$ cat config.mk
export PLATFORM = sky130hd
export DESIGN_NAME = load_based_frequency_governor
export DESIGN_NICKNAME = d
export VERILOG_FILES = /design/src/sv/lbfg_pkg.sv /design/src/sv/lbfg_div.sv /design/src/sv/lbfg_datapath.sv /design/src/sv/lbfg_ctrl.sv /design/src/sv/load_based_frequency_governor.sv
export SDC_FILE = /design/constraint.sdc
export NUM_CORES = 2
export LEC_CHECK = 0
export ABC_AREA = 1
export BUFFER_PORTS_ARGS = -buffer_cell sky130_fd_sc_hd__buf_4
export CORE_UTILIZATION = 60
export CTS_CLUSTER_DIAMETER = 40
export DETAILED_ROUTE_END_ITERATION = 10
export PLACE_DENSITY = 0.89
export SLEW_MARGIN = 20
export SYNTH_ARGS = -nofsm -noshare
export SYNTH_HDL_FRONTEND = slang
export SYNTH_SLANG_ARGS = --single-unit
$ cat constraint.sdc
create_clock -name clk -period 11.2 [get_ports clk]
set_input_delay 1.12 -clock clk [delete_from_list [all_inputs] [get_ports clk]]
set_output_delay 1.12 -clock clk [all_outputs]
set_load 0.01 [all_outputs]
$ cat src/sv/lbfg_pkg.sv
// shared types and constants for the load based frequency governor
package lbfg_pkg;

    localparam int unsigned FreqW = 22;
    localparam logic [31:0] MinWindowUs = 32'd1000;
    localparam logic [6:0] FullLoad = 7'd100;

    // frequency table geometry
    localparam int unsigned TableDepth = 8;
    localparam int unsigned TableIdxW = 3;
    localparam int unsigned TableCntW = 4;

    // ceil(2^37 / 100), exact floor division by 100 for any 32-bit value
    localparam logic [30:0] Recip100 = 31'd1374389535;

    typedef enum logic [1:0] {
        OP_SAMPLE  = 2'd0,
        OP_COMMIT  = 2'd1,
        OP_RESTART = 2'd2,
        OP_TABLE   = 2'd3
    } op_t;

    typedef enum logic [2:0] {
        ST_CHANGED   = 3'd0,
        ST_UNCHANGED = 3'd1,
        ST_SHORT     = 3'd2,
        ST_HOLDOFF   = 3'd3,
        ST_NOMATCH   = 3'd4,
        ST_INACTIVE  = 3'd5
    } status_t;

    typedef enum logic [1:0] {
        ACT_NONE = 2'd0,
        ACT_UP   = 2'd1,
        ACT_DOWN = 2'd2
    } action_t;

    typedef enum logic [2:0] {
        CFG_ENABLED  = 3'd0,
        CFG_HISPEED  = 3'd1,
        CFG_GOLOAD   = 3'd2,
        CFG_MINTIME  = 3'd3,
        CFG_PMIN     = 3'd4,
        CFG_PMAX     = 3'd5,
        CFG_ENTRIES  = 3'd6
    } cfg_idx_t;

    typedef enum logic [3:0] {
        S_IDLE,
        S_DIV_SHORT,
        S_DIV_LONG,
        S_MUL,
        S_WANT_DIV,
        S_SCAN,
        S_DECIDE,
        S_OUT
    } state_t;

    // controller to datapath commands
    typedef struct packed {
        logic capture;
        logic simple;
        logic div_start;
        logic div_long;
        logic load_sel;
        logic mul_go;
        logic scan_start;
        logic decide;
        logic out_load;
    } cmd_t;

    // datapath to controller status
    typedef struct packed {
        logic is_sample;
        logic short_win;
        logic div_done;
        logic scan_done;
    } sts_t;

endpackage

$ cat src/sv/lbfg_div.sv
// restoring divider, one quotient bit per cycle
module lbfg_div (
    input  logic        clk,
    input  logic        rst_n,
    input  logic        start,
    input  logic [38:0] dividend,
    input  logic [31:0] divisor,
    output logic [38:0] quotient,
    output logic        done
);

    logic [38:0] q_reg, q_next;
    logic [32:0] r_reg, r_next;
    logic [31:0] d_reg, d_next;
    logic [5:0]  cnt_reg, cnt_next;
    logic        busy_reg, busy_next;
    logic        done_reg, done_next;
    logic [32:0] trial;

    // one shift and subtract step
    always_comb
    begin
        q_next    = q_reg;
        r_next    = r_reg;
        d_next    = d_reg;
        cnt_next  = cnt_reg;
        busy_next = busy_reg;
        done_next = 1'b0;
        trial     = {r_reg[31:0], q_reg[38]};
        if (start)
        begin
            q_next    = dividend;
            r_next    = '0;
            d_next    = divisor;
            cnt_next  = 6'd39;
            busy_next = 1'b1;
        end
        else if (busy_reg)
        begin
            if (trial >= {1'b0, d_reg})
            begin
                r_next = trial - {1'b0, d_reg};
                q_next = {q_reg[37:0], 1'b1};
            end
            else
            begin
                r_next = trial;
                q_next = {q_reg[37:0], 1'b0};
            end
            cnt_next = cnt_reg - 6'd1;
            if (cnt_reg == 6'd1)
            begin
                busy_next = 1'b0;
                done_next = 1'b1;
            end
        end
    end

    always_ff @(posedge clk or negedge rst_n)
    begin
        if (!rst_n)
        begin
            cnt_reg  <= '0;
            busy_reg <= 1'b0;
            done_reg <= 1'b0;
        end
        else
        begin
            cnt_reg  <= cnt_next;
            busy_reg <= busy_next;
            done_reg <= done_next;
        end
    end

    always_ff @(posedge clk)
    begin
        q_reg <= q_next;
        r_reg <= r_next;
        d_reg <= d_next;
    end

    assign quotient = q_reg;
    assign done     = done_reg;

endmodule

$ cat src/sv/lbfg_datapath.sv
// datapath: state, loads, target scaling and table scan
module lbfg_datapath (
    input  logic                  clk,
    input  logic                  rst_n,
    input  lbfg_pkg::cmd_t        cmd,
    output lbfg_pkg::sts_t        sts,
    input  logic                  cfg_valid,
    input  logic [2:0]            cfg_index,
    input  logic [31:0]           cfg_data,
    input  logic [1:0]            op,
    input  logic [31:0]           now_time,
    input  logic [31:0]           idle_count,
    input  logic [21:0]           current_freq,
    input  logic                  cpu_idling,
    input  logic [2:0]            entry_index,
    input  logic [21:0]           entry_freq,
    output logic [2:0]            status,
    output logic [1:0]            action,
    output logic [21:0]           new_target,
    output logic [6:0]            load_percent,
    output logic                  arm_timer,
    output logic                  idle_cancel
);

    // configuration
    logic        enabled_reg;
    logic [21:0] hispeed_reg, pmin_reg, pmax_reg;
    logic [6:0]  goload_reg;
    logic [31:0] mintime_reg;
    logic [3:0]  entries_reg;

    // governor state
    logic [31:0] win_t_reg, win_i_reg, chg_t_reg, chg_i_reg;
    logic        win_valid_reg;
    logic [21:0] target_reg;
    logic [21:0] freq_mem [lbfg_pkg::TableDepth];

    // captured beat
    logic [1:0]  op_reg;
    logic [31:0] t_reg, i_reg;
    logic [21:0] cur_reg;
    logic        idl_reg;

    // work registers
    logic [6:0]  load_reg, l1_reg;
    logic [28:0] prod_reg;
    logic [21:0] want_reg;
    logic [lbfg_pkg::TableCntW-1:0] scan_reg;
    logic [lbfg_pkg::TableCntW-1:0] n_ent;
    logic        lo_ok_reg, hi_ok_reg;
    logic [21:0] lo_reg, hi_reg;
    logic [2:0]  status_reg;
    logic [1:0]  action_reg;
    logic [6:0]  lout_reg;
    logic        arm_reg, ic_reg;

    logic [31:0] dt_w, di_w, dt_c, di_c, div_t, div_i;
    logic [38:0] div_num, div_q;
    logic [31:0] div_den;
    logic        div_done, div_zero;
    logic        want_direct;
    logic [59:0] want_prod;

    assign dt_w = t_reg - win_t_reg;
    assign di_w = i_reg - win_i_reg;
    assign dt_c = t_reg - chg_t_reg;
    assign di_c = i_reg - chg_i_reg;
    assign div_t = cmd.div_long ? dt_c : dt_w;
    assign div_i = cmd.div_long ? di_c : di_w;
    assign div_zero = (div_t == 32'd0) || (div_i > div_t);
    assign div_num = {7'd0, div_t - div_i} * 39'd100;
    assign div_den = div_t;

    lbfg_div u_div (
        .clk      (clk),
        .rst_n    (rst_n),
        .start    (cmd.div_start),
        .dividend (div_num),
        .divisor  (div_den),
        .quotient (div_q),
        .done     (div_done)
    );

    // zero-load flag kept for the running division
    logic zero_reg;

    assign n_ent = (entries_reg > 4'(lbfg_pkg::TableDepth)) ? 4'(lbfg_pkg::TableDepth)
                   : entries_reg;

    assign sts.is_sample   = (op_reg == lbfg_pkg::OP_SAMPLE) && enabled_reg
                             && win_valid_reg;
    assign sts.short_win   = dt_w < lbfg_pkg::MinWindowUs;
    assign sts.div_done    = div_done;
    assign sts.scan_done   = (scan_reg >= n_ent);

    // high-speed jump from minimum, else scaled target
    assign want_direct = (load_reg >= goload_reg) && (cur_reg == pmin_reg);
    // product over 100 by reciprocal multiplication
    assign want_prod   = {31'd0, prod_reg} * {29'd0, lbfg_pkg::Recip100};

    logic [21:0] f_scan, pick;
    logic        pick_ok, rearm, arm_c, ic_c, do_change;
    logic [2:0]  st_c;
    logic [1:0]  act_c;
    logic [21:0] tgt_c;
    assign f_scan = freq_mem[scan_reg[lbfg_pkg::TableIdxW-1:0]];

    // final decision
    always_comb
    begin
        pick_ok   = lo_ok_reg | hi_ok_reg;
        pick      = lo_ok_reg ? lo_reg : hi_reg;
        st_c      = lbfg_pkg::ST_CHANGED;
        act_c     = lbfg_pkg::ACT_NONE;
        tgt_c     = target_reg;
        rearm     = 1'b1;
        do_change = 1'b0;
        if (cmd.simple)
            st_c = lbfg_pkg::ST_SHORT;
        else if (!pick_ok)
            st_c = lbfg_pkg::ST_NOMATCH;
        else if (pick == target_reg)
        begin
            st_c  = lbfg_pkg::ST_UNCHANGED;
            rearm = target_reg != pmax_reg;
        end
        else if (pick < target_reg && dt_c < mintime_reg)
            st_c = lbfg_pkg::ST_HOLDOFF;
        else
        begin
            do_change = 1'b1;
            act_c = (pick < target_reg) ? lbfg_pkg::ACT_DOWN : lbfg_pkg::ACT_UP;
            tgt_c = pick;
            rearm = pick != pmax_reg;
        end
        arm_c = 1'b0;
        ic_c  = 1'b0;
        if (rearm)
        begin
            if (tgt_c == pmin_reg)
            begin
                arm_c = !idl_reg;
                ic_c  = !idl_reg;
            end
            else
                arm_c = 1'b1;
        end
    end

    always_ff @(posedge clk or negedge rst_n)
    begin
        if (!rst_n)
        begin
            enabled_reg   <= 1'b0;
            hispeed_reg   <= 22'h3FFFFF;
            goload_reg    <= 7'd90;
            mintime_reg   <= 32'd10000;
            pmin_reg      <= '0;
            pmax_reg      <= 22'h3FFFFF;
            entries_reg   <= 4'd8;
            win_t_reg     <= '0;
            win_i_reg     <= '0;
            win_valid_reg <= 1'b0;
            chg_t_reg     <= '0;
            chg_i_reg     <= '0;
            target_reg    <= '0;
        end
        else
        begin
            // configuration writes
            if (cfg_valid)
            begin
                case (cfg_index)
                    lbfg_pkg::CFG_ENABLED:
                    begin
                        enabled_reg <= cfg_data[0];
                        if (!cfg_data[0])
                            win_valid_reg <= 1'b0;
                    end
                    lbfg_pkg::CFG_HISPEED: hispeed_reg <= cfg_data[21:0];
                    lbfg_pkg::CFG_GOLOAD:  goload_reg  <= cfg_data[6:0];
                    lbfg_pkg::CFG_MINTIME: mintime_reg <= cfg_data;
                    lbfg_pkg::CFG_PMIN:    pmin_reg    <= cfg_data[21:0];
                    lbfg_pkg::CFG_PMAX:    pmax_reg    <= cfg_data[21:0];
                    lbfg_pkg::CFG_ENTRIES: entries_reg <= cfg_data[3:0];
                    default: ;
                endcase
            end
            // non-sample ops update state at capture
            if (cmd.capture && enabled_reg)
            begin
                if (op == lbfg_pkg::OP_COMMIT)
                begin
                    chg_t_reg <= now_time;
                    chg_i_reg <= idle_count;
                end
                else if (op == lbfg_pkg::OP_RESTART)
                begin
                    win_t_reg     <= now_time;
                    win_i_reg     <= idle_count;
                    win_valid_reg <= 1'b1;
                end
            end
            if (cmd.decide)
            begin
                if (do_change && !cmd.simple)
                    target_reg <= pick;
                if (arm_c)
                begin
                    win_t_reg     <= t_reg;
                    win_i_reg     <= i_reg;
                    win_valid_reg <= 1'b1;
                end
            end
        end
    end

    // table write and work registers
    always_ff @(posedge clk)
    begin
        if (cmd.capture)
        begin
            op_reg  <= op;
            t_reg   <= now_time;
            i_reg   <= idle_count;
            cur_reg <= current_freq;
            idl_reg <= cpu_idling;
            if (op == lbfg_pkg::OP_TABLE)
                freq_mem[entry_index] <= entry_freq;
        end
        if (cmd.div_start)
            zero_reg <= div_zero;
        // short-term load lands as the long-term division starts
        if (div_done && cmd.div_start)
            l1_reg <= zero_reg ? 7'd0 : div_q[6:0];
        if (cmd.load_sel)
            load_reg <= (zero_reg ? 7'd0 : div_q[6:0]) > l1_reg
                        ? (zero_reg ? 7'd0 : div_q[6:0]) : l1_reg;
        if (cmd.mul_go)
            prod_reg <= (load_reg >= goload_reg) ? {7'd0, pmax_reg} * {22'd0, load_reg}
                        : {7'd0, cur_reg} * {22'd0, load_reg};
        if (cmd.scan_start)
        begin
            want_reg  <= want_direct ? hispeed_reg : want_prod[58:37];
            scan_reg  <= '0;
            lo_ok_reg <= 1'b0;
            hi_ok_reg <= 1'b0;
        end
        else if (!sts.scan_done)
        begin
            scan_reg <= scan_reg + 4'd1;
            if (f_scan >= pmin_reg && f_scan <= pmax_reg)
            begin
                if (f_scan <= want_reg)
                begin
                    if (!lo_ok_reg || f_scan >= lo_reg)
                    begin
                        lo_reg    <= f_scan;
                        lo_ok_reg <= 1'b1;
                    end
                end
                else if (!hi_ok_reg || f_scan <= hi_reg)
                begin
                    hi_reg    <= f_scan;
                    hi_ok_reg <= 1'b1;
                end
            end
        end
        if (cmd.decide)
        begin
            status_reg <= st_c;
            action_reg <= act_c;
            lout_reg   <= cmd.simple ? 7'd0 : load_reg;
            arm_reg    <= arm_c;
            ic_reg     <= ic_c;
        end
        else if (cmd.out_load)
        begin
            // non-sample or inactive result
            status_reg <= lbfg_pkg::ST_INACTIVE;
            action_reg <= lbfg_pkg::ACT_NONE;
            lout_reg   <= '0;
            arm_reg    <= (op_reg == lbfg_pkg::OP_RESTART) && enabled_reg;
            ic_reg     <= 1'b0;
        end
    end

    assign status       = status_reg;
    assign action       = action_reg;
    assign new_target   = target_reg;
    assign load_percent = lout_reg;
    assign arm_timer    = arm_reg;
    assign idle_cancel  = ic_reg;

endmodule

$ cat src/sv/lbfg_ctrl.sv
// controller state machine sequencing one event
module lbfg_ctrl (
    input  logic           clk,
    input  logic           rst_n,
    input  logic           in_valid,
    output logic           in_stall,
    output logic           out_valid,
    input  logic           out_stall,
    output lbfg_pkg::cmd_t cmd,
    input  lbfg_pkg::sts_t sts
);

    lbfg_pkg::state_t state_reg, state_next;
    logic simple_reg, simple_next;
    logic ovalid_reg, ovalid_next;
    logic out_take;

    assign out_take = ovalid_reg && !out_stall;

    always_ff @(posedge clk or negedge rst_n)
    begin
        if (!rst_n)
        begin
            state_reg  <= lbfg_pkg::S_IDLE;
            simple_reg <= 1'b0;
            ovalid_reg <= 1'b0;
        end
        else
        begin
            state_reg  <= state_next;
            simple_reg <= simple_next;
            ovalid_reg <= ovalid_next;
        end
    end

    // next state and commands
    always_comb
    begin
        state_next  = state_reg;
        simple_next = simple_reg;
        ovalid_next = ovalid_reg && !out_take;
        cmd         = '0;
        cmd.simple  = simple_reg;
        in_stall    = 1'b1;
        case (state_reg)
            lbfg_pkg::S_IDLE:
            begin
                in_stall = 1'b0;
                if (in_valid)
                begin
                    cmd.capture = 1'b1;
                    state_next  = lbfg_pkg::S_DIV_SHORT;
                end
            end
            lbfg_pkg::S_DIV_SHORT:
            begin
                if (!sts.is_sample)
                    state_next = lbfg_pkg::S_OUT;
                else if (sts.short_win)
                begin
                    simple_next = 1'b1;
                    state_next  = lbfg_pkg::S_DECIDE;
                end
                else
                begin
                    simple_next   = 1'b0;
                    cmd.div_start = 1'b1;
                    state_next    = lbfg_pkg::S_DIV_LONG;
                end
            end
            lbfg_pkg::S_DIV_LONG:
            begin
                if (sts.div_done)
                begin
                    cmd.div_start = 1'b1;
                    cmd.div_long  = 1'b1;
                    state_next    = lbfg_pkg::S_MUL;
                end
            end
            lbfg_pkg::S_MUL:
            begin
                cmd.div_long = 1'b1;
                if (sts.div_done)
                begin
                    cmd.load_sel = 1'b1;
                    state_next   = lbfg_pkg::S_WANT_DIV;
                end
            end
            lbfg_pkg::S_WANT_DIV:
            begin
                cmd.mul_go = 1'b1;
                state_next = lbfg_pkg::S_SCAN;
            end
            lbfg_pkg::S_SCAN:
            begin
                cmd.scan_start = 1'b1;
                state_next     = lbfg_pkg::S_DECIDE;
            end
            lbfg_pkg::S_DECIDE:
            begin
                if (simple_reg || (sts.scan_done && !cmd.scan_start))
                begin
                    if (!ovalid_reg || out_take)
                    begin
                        cmd.decide  = 1'b1;
                        ovalid_next = 1'b1;
                        simple_next = 1'b0;
                        state_next  = lbfg_pkg::S_IDLE;
                    end
                end
            end
            lbfg_pkg::S_OUT:
            begin
                // wait until the previous result beat is gone
                if (!ovalid_reg || out_take)
                begin
                    cmd.out_load = 1'b1;
                    ovalid_next  = 1'b1;
                    state_next   = lbfg_pkg::S_IDLE;
                end
            end
            default: state_next = lbfg_pkg::S_IDLE;
        endcase
    end

    assign out_valid = ovalid_reg;

`ifndef SYNTHESIS
    a_no_accept_busy: assert property (@(posedge clk) disable iff (!rst_n)
        (state_reg != lbfg_pkg::S_IDLE) |-> in_stall)
        else $error("input taken while busy");
    a_decide_sets_valid: assert property (@(posedge clk) disable iff (!rst_n)
        cmd.decide |=> out_valid)
        else $error("decision without result");
    a_out_hold: assert property (@(posedge clk) disable iff (!rst_n)
        (out_valid && out_stall) |=> out_valid)
        else $error("result dropped");
`endif

endmodule

$ cat src/sv/load_based_frequency_governor.sv
// top level of the load based frequency governor
// One event at a time. Commit, restart, table-write, inactive and short-window
// events go from capture through a status check straight to the result. A full
// sample runs two passes through a 39-step bit-serial divider (short- and
// long-term load), a multiply, a reciprocal scaling step and a scan of the
// frequency table entries in use. The next event is taken while the previous
// result waits in the output register, but its own result is loaded only once
// that beat has been taken, so result-side stalls add directly to the event time.
module load_based_frequency_governor (
    input  logic        clk,
    input  logic        rst_n,
    input  logic        cfg_valid,
    output logic        cfg_ready,
    input  logic [2:0]  cfg_index,
    input  logic [31:0] cfg_data,
    input  logic        in_valid,
    output logic        in_stall,
    input  logic [1:0]  op,
    input  logic [31:0] now_time,
    input  logic [31:0] idle_count,
    input  logic [21:0] current_freq,
    input  logic        cpu_idling,
    input  logic [2:0]  entry_index,
    input  logic [21:0] entry_freq,
    output logic        out_valid,
    input  logic        out_stall,
    output logic [2:0]  status,
    output logic [1:0]  action,
    output logic [21:0] new_target,
    output logic [6:0]  load_percent,
    output logic        arm_timer,
    output logic        idle_cancel
);

    lbfg_pkg::cmd_t cmd;
    lbfg_pkg::sts_t sts;

    assign cfg_ready = 1'b1;

    lbfg_ctrl u_ctrl (
        .clk       (clk),
        .rst_n     (rst_n),
        .in_valid  (in_valid),
        .in_stall  (in_stall),
        .out_valid (out_valid),
        .out_stall (out_stall),
        .cmd       (cmd),
        .sts       (sts)
    );

    lbfg_datapath u_dp (
        .clk          (clk),
        .rst_n        (rst_n),
        .cmd          (cmd),
        .sts          (sts),
        .cfg_valid    (cfg_valid),
        .cfg_index    (cfg_index),
        .cfg_data     (cfg_data),
        .op           (op),
        .now_time     (now_time),
        .idle_count   (idle_count),
        .current_freq (current_freq),
        .cpu_idling   (cpu_idling),
        .entry_index  (entry_index),
        .entry_freq   (entry_freq),
        .status       (status),
        .action       (action),
        .new_target   (new_target),
        .load_percent (load_percent),
        .arm_timer    (arm_timer),
        .idle_cancel  (idle_cancel)
    );

endmodule

After elaboration in Yosys (flattened, before gate mapping) --
Memories as Yosys holds them, arrays and structs flattened. A register that Yosys moved wholly into a read port is not among the register bits. Index checks and enable logic that the tools add are counted.
Cells by class: add/sub/neg operators 8, multiply operators 4, divide/modulo/power cells 0, order comparisons 14, equal/unequal tests 29, shift operators 0, multiplexer cells 111, bitwise operators 4, reduce and logical (&&, ||, !) cells 45
Operator list (number):
- $mux W32 | 13
- $sub A32 B32 Y32 | 6
- $mux W22 | 6
- $mux W39 | 2
- $eq A22 B22 Y1 | 3
- $le A22 B22 Y1 | 3
- $mul A29 B31 Y59 const B | 1
- $mul A22 B7 Y29 | 2
- $mux W1 | 53
- $ge A22 B22 Y1 | 2
- $ne A22 B22 Y1 | 2
- $mul A32 B5 Y37 const B | 1
- $mux W7 | 5
- $ge A33 B32 Y1 | 1
- $gt A32 B32 Y1 | 1
- $logic_not A32 Y1 | 1
- $lt A32 B10 Y1 const B | 1
- $lt A32 B32 Y1 | 1
- $pmux W4 S8 | 1
- $mux W29 | 1
- $mux W4 | 7
- $mux W3 | 8
- $lt A22 B22 Y1 | 1
- $mux W2 | 9
- other kinds (31) | 84
Storage, ports and cells: register bits 597, latch bits 0, bits in writable memories 176, ROM bits 0, bits of input ports 154, word-level logic and storage cells 259, memories kept 1
Memories:
- u_dp.freq_mem | depth 8, width 22, rd ports 1, clocked after memory_dff 1, wr ports 1, line lbfg_datapath.sv:36 | logic [21:0] freq_mem [lbfg_pkg::TableDepth];

Logic depth before layout (Yosys ltp) --
word-level depth 12, gate-level depth with buffers 49, depth with buffers taken out 48

Cells and area by module --
Synthesis repeated with hierarchy kept, for this count alone.
Unflattened totals: cell total of the unflattened synthesis 8989, area, all modules 73949.7 um^2
Modules (own cells, without submodules):
- lbfg_datapath | instances 1, cells an instance 7924, area an instance 66471.3 um^2
- lbfg_div | instances 1, cells an instance 998, area an instance 7039.3 um^2
- lbfg_ctrl | instances 1, cells an instance 65, area an instance 427.9 um^2
- load_based_frequency_governor | instances 1, cells an instance 2, area an instance 11.3 um^2

Least setup slack after synthesis --
Ideal clock, no wire load.
kind reg-to-reg, start point register u_ctrl.state_reg[2], end point register u_dp.u_div.q_reg[34], in the netlist u_dp.u_div.quotient[34] (data pin), library setup time 264 ps, arrival 7502 ps, required time 10936 ps, setup slack 3435 ps, stages on the path, launching flop included 42, clock period less this slack 7765 ps, path through dfrtp_1 -> nor2_1 -> nand3_1 -> nand2_1 -> clkbuf_1 -> clkbuf_1 -> o21ai_0 -> ha_1 -> fa_1 -> o21ai_0 -> nand2_1 -> o211ai_1 -> nand2_1 -> nand2_1 -> nand3_1 -> o211ai_1 -> nand4_1 -> o211ai_1 -> [... 6 more ...] -> nor4_1 -> nand3_1 -> nand3_1 -> xor2_1 -> ha_1 -> ha_1 -> inv_1 -> fa_1 -> inv_1 -> ha_1 -> nand2_1 -> nor4_1 -> nand2_1 -> o21ai_0 -> a21oi_1 -> xnor2_1 -> nand2_1 -> o21ai_0
Between the ends: cells in the longest elaborated chain, start to end 6, elaborated cells between the ends (all ways) 10, classes of those cells add/sub (1); mul (1); eq/ne (3); mux (5)
RTL lines:
- start: declaration | line lbfg_ctrl.sv:13 | lbfg_pkg::state_t state_reg, state_next;
- start signal: assignment | line lbfg_ctrl.sv:24 | state_reg <= lbfg_pkg::S_IDLE;
- start signal: assignment | line lbfg_ctrl.sv:30 | state_reg <= state_next;
- $eq A4 B2 Y1 | line lbfg_ctrl.sv:45 | case (state_reg)
- $pmux W1 S2 | line lbfg_ctrl.sv:45
- $mux W32, on equally long branches | line lbfg_datapath.sv:68, lbfg_datapath.sv:69
- $sub A32 B32 Y32 | line lbfg_datapath.sv:71 | assign div_num = {7'd0, div_t - div_i} * 39'd100;
- $mul A32 B5 Y37 | line lbfg_datapath.sv:71
- $mux W39 * | line lbfg_div.sv:30 | if (start)
- via u_dp.u_div.q_next[34] | line lbfg_div.sv:12 | logic [38:0] q_reg, q_next;
- end signal: assignment | line lbfg_div.sv:77 | q_reg <= q_next;
- end: declaration | line lbfg_div.sv:12
The timed path passes the listed nets; every way through them passes the cells marked *. A chain may end at the register's enable or synchronous reset.

Worst setup path after layout --
Same ends and word-level chain as after synthesis.

==> results.sh <==
export IMPL_status="finished clean"
export IMPL_synth_top_area_frac=0.188
export IMPL_synth_common_cells="1728 x nand2_1, 1605 x inv_1, 884 x ha_1"
export IMPL_cp_required_ns=11.68
export IMPL_ios=193
export IMPL_drc=0
export IMPL_rsz0062_at_grt="false"
export IMPL_dp_hpwl_um=188000
export IMPL_finalSetupTns_ns=0
export IMPL_synthTopCellsByArea="edfxtp_1 19%, ha_1 15%, fa_1 15%"
export IMPL_r2r_slack_ns=1.51
export IMPL_grt_pass1_wl_um=361000
export IMPL_ys_ff_latch=775
export IMPL_grt_pass1_vias=62400
export IMPL_crit_fanout=63
export IMPL_drive_gt1_frac=0.0711
export IMPL_largest_reg_flops=176
export IMPL_cts_sinks=775
export IMPL_synthToLayoutAreaGrowth_pct=9.45
export IMPL_worst_path_max_delay_cell="nand2_4"
export IMPL_die_h_um=351
export IMPL_setup_viol=0
export IMPL_skew_ns=0.0777
export IMPL_synth_seq_area_share=0.295
export IMPL_fin_crit_ns=9.69
export IMPL_cpMostUsedCell="o21ai_0"
export IMPL_relSlewSlack=0.0940
export IMPL_cts_resized=0
export IMPL_dpl_instance_area_um2=76100
export IMPL_dieArea_um2=123000
export IMPL_syn_cell_area_um2=73000
export IMPL_synth_edf_count=458
export IMPL_fin_util=0.665
export IMPL_numCtsBuffers=109
export IMPL_largest_register="u_dp.freq_mem"
export IMPL_htreeDepth=3
export IMPL_fin_nets=10400
export IMPL_initial_core_util=0.607
export IMPL_gp_congestion=1.08
export IMPL_cts_setup_buffers=0
export IMPL_via_per_inst=5.86
export IMPL_fp_row_count=127
export IMPL_maxCapViolCount=0
export IMPL_ant_nets=0
export IMPL_antenna_found_initial=14
export IMPL_io_buffers=191
export IMPL_arrival_ns=10.17
export IMPL_grt_max_degree=105
export IMPL_fp_dieW_um=351
export IMPL_grt_overflow=0
export IMPL_stdcell_area_um2=79900
export IMPL_synth_largest_area_cell="edfxtp_1"
export IMPL_ys_warn_count=0
export IMPL_async_flop_share=0.354
export IMPL_ctsLongestPathBuffers=3
export IMPL_worstMarginPinSlew_ns=1.34
export IMPL_clkTransAtPathRegs_ns=0.06
export IMPL_setup_worst_path_start="u_ctrl.state_reg[2]"
export IMPL_synth_cell_types=68
export IMPL_drt_total_wl_um=238000
export IMPL_startpoint_type="flip-flop"
export IMPL_root_buffer="clkbuf_16"
export IMPL_track_usage=0.389
export IMPL_dr_pass1_iters=7
export IMPL_hold_buffers=0
export IMPL_hold_viol=0
export IMPL_post_drt_wl_per_cell_um=22.6
export IMPL_ys_flop_type="edfxtp_1"
export IMPL_max_freq_mhz=103
export IMPL_first_iter_violations=5904
export IMPL_crit_path_end_kind="flip-flop"
export IMPL_coreArea_um2=120000
export IMPL_yosysMostFrequentCell="nand2_1"
export IMPL_syn_nets=10200
export IMPL_drv_slew=0
export IMPL_insertion_delay_ns=0.76
export IMPL_period_share=0.865
export IMPL_dr_total_vias=61600
export IMPL_critPathKind="flip-flop to flip-flop"
export IMPL_r2r_start="u_ctrl.state_reg[2]"
export IMPL_rr_endpoint="u_dp.u_div.quotient[34]"
export IMPL_syn_inst=8653
export IMPL_nFillCells=9710
export IMPL_hold_class="input pin to asynchronous set/reset pin"
export IMPL_avgSynthCellArea_um2=8.44
export IMPL_ff2ff_path_depth=37
export IMPL_cp_slowest_stage_delay_ns=0.58
export IMPL_cts_tree="yes"
how the worst max path moves through the flow:
stage | endpoint | slack [ns] | depth (start not counted)
2_1_floorplan | u_dp.u_div.quotient[34] | 3.43 | 41
3_3_place_gp | u_dp.u_div.quotient[34] | 1.66 | 37
3_5_place_dp | u_dp.u_div.quotient[34] | 1.48 | 37
4_1_cts | u_dp.u_div.quotient[34] | 1.48 | 37
5_1_grt | u_dp.u_div.quotient[34] | 0.42 | 37
6_report | u_dp.u_div.quotient[34] | 1.51 | 37
kinds of logic after synthesis:
family / count (synthesis) / share of synthesized area
adder cells (fa/ha/maj): 1433 / 0.302
multiplexers: 36 / 0.00555
XOR/XNOR: 267 / 0.0320
AO/OA/AOI/OAI: 1500 / 0.112
AND/OR/NAND/NOR: 2786 / 0.155
other: 1 / 0.0000513
buffers and inverters: 1855 / 0.0986
flip-flops: 775 / 0.295
layout make-up:
class                           instances  area (um^2)  area share
Tap cell                             1612         2020      0.0252
Sequential cell                       775        21500       0.269
Inverter                             1610         6040      0.0756
Multi-Input combinational cell       6023        44400       0.556
Clock buffer                          124         2880      0.0360
Antenna cell                           11         27.5    0.000344
Clock inverter                         80          965      0.0121
Timing Repair Buffer                  271         2040      0.0255
per-stage QoR:
stage          setup slack [ns]  hold slack [ns]  instances
5_1_grt                   0.419            0.459      10500
4_1_cts                    1.48            0.408      10500
3_3_place_gp               1.66            0.461      10300
6_report                   1.51            0.402      10500
3_5_place_dp               1.48            0.474      10300
2_1_floorplan              3.43            0.444       8653
layout by cell type, fill, tap and decap left out, drive strengths merged, types with 34 or more instances in the layout:
cell type,Yosys,final
mux2,36,36
dfxtp,43,43
dfstp,54,54
o21a,34,34
xor2,162,162
o22ai,38,38
a21o,38,38
a31oi,74,74
ha,884,884
nand4,77,77
a21oi,534,534
xnor2,105,105
nand3,214,214
dfrtp,220,220
clkbuf,197,124
nor2,606,606
nand2,1738,1738
inv,1608,1646
nor3,78,78
buf,46,271
o21ai,659,659
fa,549,549
edfxtp,458,458
routing by layer:
metal | up-vias | global-route usage | routed length (um)
met3 | 781 | 0.0708 | 19600
met5 | - | 0 | 38
li1 | 28300 | - | -
met2 | 2987 | 0.642 | 112000
met1 | 29500 | 0.457 | 86300
met4 | 6 | 0.284 | 19500
worst max-delay path: cells and delay by family (launching register included):
kind	cells	cell delay, ns
simple gates	13	2.98
fa+ha+maj	6	2.06
compound gates	11	2.76
buf+inv	4	0.68
flops	1	0.44
xor+xnor	3	0.51
Power is left out: the tool's default activity adds up to more than one toggle a clock period on the data nets, which glitch-free logic cannot reach.
